## config.mk

```make
export PLATFORM = sky130hd
export DESIGN_NAME = s3f_fifo
export DESIGN_NICKNAME = d
export VERILOG_FILES = /design/src/hw/rtl/s3f_fifo.sv
export SDC_FILE = /design/constraint.sdc
export NUM_CORES = 1
export LEC_CHECK = 0
export ABC_AREA = 1
export BUFFER_PORTS_ARGS = -buffer_cell sky130_fd_sc_hd__buf_2
export CAP_MARGIN = 10
export CORE_ASPECT_RATIO = 0.75
export CORE_MARGIN = 2
export CORE_UTILIZATION = 40
export CTS_CLUSTER_SIZE = 12
export DETAILED_ROUTE_END_ITERATION = 10
export RECOVER_POWER = 100
export SLEW_MARGIN = 30
export SYNTH_ARGS = -nofsm -noshare
export SYNTH_HDL_FRONTEND = slang
export SYNTH_SLANG_ARGS = --single-unit
```

## constraint.sdc

```tcl
create_clock -name clk -period 2.35 [get_ports clk]
set_clock_uncertainty 0.05 [all_clocks]
set_input_delay 0.3525 -clock clk [delete_from_list [all_inputs] [get_ports clk]]
set_output_delay 0.3525 -clock clk [all_outputs]
set_load 0.05 [all_outputs]
```

## src/hw/rtl/s3f_fifo.sv

```systemverilog
// small register fifo used for the request queue and the result queue
`default_nettype none

module s3f_fifo #(
  parameter int WIDTH = 8,
  parameter int DEPTH = 4
) (
  input  wire logic             clk,
  input  wire logic             rst_n,
  input  wire logic             push,
  input  wire logic [WIDTH-1:0] wdata,
  input  wire logic             pop,
  output logic      [WIDTH-1:0] rdata,
  output logic                  full,
  output logic                  empty
);

  localparam int PTR_W = (DEPTH > 1) ? $clog2(DEPTH) : 1;
  localparam int CNT_W = $clog2(DEPTH + 1);

  logic [WIDTH-1:0] mem_r [DEPTH];
  logic [PTR_W-1:0] wr_ptr_r, wr_ptr_nxt;
  logic [PTR_W-1:0] rd_ptr_r, rd_ptr_nxt;
  logic [CNT_W-1:0] count_r, count_nxt;
  logic             do_push;
  logic             do_pop;

  assign full    = (count_r == CNT_W'(DEPTH));
  assign empty   = (count_r == '0);
  assign do_push = push && !full;
  assign do_pop  = pop && !empty;
  assign rdata   = mem_r[rd_ptr_r];

  // pointer and fill level update
  always_comb begin
    wr_ptr_nxt = wr_ptr_r;
    rd_ptr_nxt = rd_ptr_r;
    count_nxt  = count_r;
    if (do_push) begin
      wr_ptr_nxt = (wr_ptr_r == PTR_W'(DEPTH - 1)) ? '0 : wr_ptr_r + PTR_W'(1);
    end
    if (do_pop) begin
      rd_ptr_nxt = (rd_ptr_r == PTR_W'(DEPTH - 1)) ? '0 : rd_ptr_r + PTR_W'(1);
    end
    if (do_push && !do_pop) begin
      count_nxt = count_r + CNT_W'(1);
    end else if (do_pop && !do_push) begin
      count_nxt = count_r - CNT_W'(1);
    end
  end

  always_ff @(posedge clk) begin
    if (!rst_n) begin
      wr_ptr_r <= '0;
      rd_ptr_r <= '0;
      count_r  <= '0;
    end else begin
      wr_ptr_r <= wr_ptr_nxt;
      rd_ptr_r <= rd_ptr_nxt;
      count_r  <= count_nxt;
    end
  end

  // storage
  always_ff @(posedge clk) begin
    if (do_push) begin
      mem_r[wr_ptr_r] <= wdata;
    end
  end

endmodule

`default_nettype wire

```

==> results of run 1 <==
-- power by group --
part	total (W)	leakage, nW	internal [W]	switching (W)
clock	0.000410	0.0387	0.000200	0.000210
combinational	0.000966	0.347	0.000244	0.000722
sequential	0.000984	0.368	0.000902	0.0000818
-- metal layers --
| layer | global-route usage (%) | share of wire [%] | up-vias |
|---|---|---|---|
| met3 | 3.57 | 3.4 | 5 |
| met4 | 6.65 | 1.4 | 0 |
| met1 | 17.7 | 48 | 489 |
| li1 | - | - | 562 |
| met5 | 0 | 0 | - |
| met2 | 22.3 | 47 | 16 |
-- sequential cells by signal (all words and copies together) (netlist names), named ones only --
register and flops:
count_r 3, rd_ptr_r 2, wr_ptr_r 2, mem_r 32
-- final timing paths --
path	start	end	slack, ns	depth (start not counted)
min reg2reg	count_r[0]	count_r[0]	0.46	2
max	flip-flop	rdata[3]	0.31	4
max reg2reg	count_r[1]	count_r[1]	0.39	9
min	wdata[2]	mem_r[2][2]	0.28	1
-- critical path, cell delays in order (launching register included) --
cell and delay (ns):
dfxtp_1 0.51, buf_4 0.24, o21ai_0 0.10, o22ai_1 0.20, clkbuf_2 0.31
-- kinds of logic (layout without fill, tap and decap cells) --
kind of cell,Yosys count,count (layout)
fa+ha+maj,7,7
buf+inv,21,52
flops,41,41
compound gates,28,28
simple gates,51,51
-- area by class of cell --
cell class	count	area [um2]	area share (%)
clock inverter	1	3.75	0.195
multi-input combinational	86	455	23.6
sequential	41	1140	59.2
tap	55	68.8	3.57
timing repair buffer	26	115	5.97
clock buffer	6	72.6	3.76
inverter	19	71.3	3.70
-- cell usage after synthesis, drive strengths merged --
| cell | instances | area, um2 |
|---|---|---|
| ha | 6 | 75.1 |
| edfxtp | 32 | 961 |
| dfxtp | 9 | 180 |
| buf | 2 | 22.5 |
| nand3b | 1 | 7.51 |
| nor2 | 33 | 124 |
| o21ai | 18 | 101 |
| a21oi | 2 | 10.0 |
| o22ai | 8 | 50.1 |
| fa | 1 | 20.0 |
| nand3 | 1 | 5.00 |
| nand2 | 15 | 58.8 |
| inv | 19 | 71.3 |
| nand4 | 1 | 6.26 |
-- through the flow --
stage | utilization (%) | hold slack, ns | cells | setup WS, ns
after floorplan | - | 0.401 | 148 | 0.542
after global placement | 46.4 | 0.441 | 227 | 0.516
after detailed placement | 46.4 | 0.456 | 227 | 0.447
after CTS | 48.3 | 0.226 | 234 | 0.314
after global routing | 47.6 | 0.283 | 234 | 0.133
final | 47.6 | 0.277 | 234 | 0.308
==> impl_metrics.tcl, run 1 <==
set metrics [dict create \
    synthMuxAreaShare_pct 0 \
    portBuffers 21 \
    cp-start-kind "flip-flop" \
    worstSetupPathType "reg2out" \
    grt_pass1_wl_um 4680 \
    synth-xor-area-share_pct 0 \
    hold_class "in2reg" \
    fin_crit_ns 2.04 \
    grt_remaining_overflow 0 \
    place.gp.congestion 0.820 \
    syn_nets 167 \
    slew_headroom_pct 61.0 \
    ctsResizeCount 0 \
    synth_area_um2 1690 \
    vias 1072 \
    nets 198 \
    finalMaxSlewViolations 0 \
    fin_tns_setup_ns 0 \
    rsz0062_at_grt "no" \
    h-tree-depth 2 \
    finalHoldViolations 0 \
    report.power.total_w 0.00236 \
    vias_per_cell 4.58 \
    cts_root_buf "clkbuf_8" \
    floorplan.die_area_um2 4770 \
    ys_ff_latch 41 \
    cts_tree "built" \
    synth_cell_types 18 \
    diodes 0 \
    num_io_pins 22 \
    max_freq_mhz 490 \
    critPathRequiredTime_ns 1.95 \
    die_h_um 60.3 \
    grt_max_degree 17 \
    clkSinkCount 41 \
    synth-compound-area-share_pct 9.53 \
    cts_buffers 5 \
    cts.clk_slew.worst_paths_ns 0.07 \
    syn_inst 148 \
    maxCapViolCount 0 \
    max-vdd-ir-drop_mv 0.464 \
    drt_iter0_markers 37 \
    start_util_pct 41.8 \
    antenna_found_initial 0 \
    hold_buffers 0 \
    worstMarginPinSlew_ns 0.588 \
    synth_fa_ha_area_share_pct 5.62 \
    cts_max_path_buffers 2 \
    p_per_area_nw_per_um2 1220 \
    mostFrequentLayoutCell "nor2_1" \
    finalCritPeriodShare_pct 86.9 \
    critPathMaxFanout 9 \
    fill_cells 394 \
    yosys_warnings 0 \
    core-area_um2 4050 \
    end_kind "output pin" \
    drt_pre_antenna_iters 5 \
    fp-row-count 20 \
    setup_viol 0 \
    drive_gt1_share_pct 11.7 \
    avgSynthCellArea_um2 11.4 \
    ys_seq_area_share_pct 67.4 \
    post-route-cell-area_um2 1930 \
    wire_per_inst_um 12.5 \
    ant_nets 0 \
    grt_pass1_vias 1003 \
    layout_common_cells "nor2_1 (33), edfxtp_1 (32), inv_1 (18)" \
    totalWireLength_um 2930 \
    dp_hpwl_um 2050 \
    drcViolationCount 0 \
    synth_simple_gate_area_share_pct 11.9 \
    synth_top_family_by_area "simple AND/OR/NAND/NOR gates" \
    postCtsSetupBuffers 0 \
    p_leak_nw 0.754 \
    area_growth_pct 13.9 \
    critical_path_arrival_ns 1.64 \
    grt_use_total_pct 13.8 \
    dpl_cell_area_um2 1880 \
    die_w_um 79.1 \
    status "complete, no violations" \
    clock_latency_ns 0.28 \
]
Power figures use the tool's default switching activity.
==> inputs of run 2 (changes only) <==
--- a/config.mk
+++ b/config.mk
@@ -11,6 +11,7 @@
 export CORE_ASPECT_RATIO = 0.75
 export CORE_MARGIN = 2
 export CORE_UTILIZATION = 40
+export CTS_BUF_LIST = sky130_fd_sc_hd__clkbuf_2
 export CTS_CLUSTER_SIZE = 12
 export DETAILED_ROUTE_END_ITERATION = 10
 export RECOVER_POWER = 100
==> run 2 against run 1 <==
- die area unchanged
- largest power group unchanged
- count of clock-buffer cells in the layout unchanged
- non-clock buffer count unchanged
- wire length down 0.72%
- first-iteration DRC count up 73%
- hold slack worse by 0.096 ns
- final cell count unchanged
- core utilization down 1.0 points
==> impl_metrics.tcl, run 2 (synthesized netlist as in run 1, its figures left out) <==
set metrics [dict create \
    num_io_pins 22 \
    finalMaxSlewViolations 0 \
    fin_tns_setup_ns 0 \
    ant_nets 0 \
    wire_per_inst_um 12.4 \
    portBuffers 21 \
    clock_latency_ns 0.38 \
    grt_use_total_pct 13.9 \
    nets 198 \
    cts_root_buf "clkbuf_2" \
    layout_common_cells "nor2_1 (33), edfxtp_1 (32), inv_1 (18)" \
    p_int_w 0.00121 \
    worstMarginPinSlew_ns 0.588 \
    maxCapViolCount 0 \
    max-vdd-ir-drop_mv 0.563 \
    cp-start-kind "flip-flop" \
    antenna_found_initial 0 \
    dpl_cell_area_um2 1880 \
    drt_iter0_markers 64 \
    p_sw_w 0.00100 \
    crit_path_cell_trace "buf_4 -> o21ai_0 -> o22ai_1 -> clkbuf_2" \
    finalCritPeriodShare_pct 92.5 \
    fin_crit_ns 2.17 \
    worstSetupPathType "reg2out" \
    vias_per_cell 4.55 \
    end_kind "output pin" \
    cts_buffers 5 \
    drive_gt1_share_pct 12.3 \
    die_h_um 60.3 \
    ctsResizeCount 0 \
    grt_pass1_wl_um 4690 \
    critical_path_arrival_ns 1.77 \
    floorplan.die_area_um2 4770 \
    p_leak_nw 0.741 \
    place.gp.congestion 0.820 \
    dp_hpwl_um 2050 \
    vias 1065 \
    cp_top_family "flip-flops" \
    critPathSlowestCell "dfxtp_1" \
    max_freq_mhz 460 \
    slowest_delay_ns 0.55 \
    setup_viol 0 \
    comb_power_share_pct 43.4 \
    regMostFlops "mem_r" \
    totalWireLength_um 2910 \
    hold_class "in2reg" \
    multiInputGateArea_um2 455 \
    post-route-cell-area_um2 1890 \
    drt_pre_antenna_iters 4 \
    largest_reg_flops 32 \
    status "complete, no violations" \
    mostFrequentLayoutCell "nor2_1" \
    regArea_um2 1140 \
    cts_max_path_buffers 2 \
    grt_pass1_vias 995 \
    critPathRequiredTime_ns 1.95 \
    drcViolationCount 0 \
    rsz0062_at_grt "no" \
    pwr-share-clk_pct 12.3 \
    cts_tree "built" \
    finalHoldViolations 0 \
    clkSinkCount 41 \
    grt_remaining_overflow 0 \
    slew_headroom_pct 61.0 \
    critPathBufInv 2 \
    area_growth_pct 11.4 \
    fp-row-count 20 \
    p_sw_share_pct 45.2 \
    diodes 0 \
    hold_buffers 0 \
    p_per_area_nw_per_um2 1180 \
    cts.clk_slew.worst_paths_ns 0.19 \
    fill_cells 396 \
    die_w_um 79.1 \
    top_regs "mem_r x32, count_r x3" \
    grt_max_degree 17 \
    h-tree-depth 2 \
    core-area_um2 4050 \
    critPathMaxFanout 9 \
    start_util_pct 41.8 \
    p_seq_share_pct 44.3 \
    postCtsSetupBuffers 0 \
]
## run 2: cell count changes in the layout (fill, tap and decap cells not counted)
| cell | previous run | this run |
|---|---|---|
| clkbuf_8 | 5 | 0 |
| clkbuf_1 | 15 | 14 |
| clkbuf_2 | 8 | 14 |
## run 2: routing by layer
metal	GRT usage [%]	vias to the layer above	share of wire [%]
met5	0	-	0
met4	7.39	0	1.9
met3	4.02	7	3.9
met2	22.4	17	47
met1	17.5	479	48
li1	-	562	-
## run 2: final timing paths
path	start	end	slack [ns]	cells past startpoint
setup / recovery	flip-flop	rdata[3]	0.18	4
hold / removal	wdata[5]	mem_r[0][5]	0.18	1
setup reg to reg	count_r[1]	count_r[1]	0.38	9
hold reg to reg	count_r[0]	count_r[0]	0.47	2
## run 2: final cells by class
type                       instances  area share, %
tap                               55           3.65
clock inverter                     1          0.199
timing repair buffer              26           6.10
multi-input combinational         86           24.2
inverter                          19           3.78
clock buffer                       6           1.59
sequential                        41           60.5
## run 2: through the flow
stage	power, W	std cells	hold WS, ns	utilization, %	setup WS (ns)
2_1_floorplan	0.00176	148	0.401	-	0.542
5_1_grt	0.00239	234	0.155	46.5	0.0616
4_1_cts	0.00227	234	0.100	47.3	0.162
3_5_place_dp	0.00200	227	0.456	46.4	0.447
3_3_place_gp	0.00196	227	0.441	46.4	0.516
6_report	0.00222	234	0.180	46.5	0.176
## run 2: power by group through the flow
stage	Sequential [W]	Clock (W)	Combinational, W
floorplan	0.000974	0	0.000783
finish	0.000982	0.000272	0.000962
global route	0.000998	0.000311	0.00108
global placement	0.000994	0	0.000970
CTS	0.000983	0.000287	0.000999
detailed placement	0.000999	0	0.000998
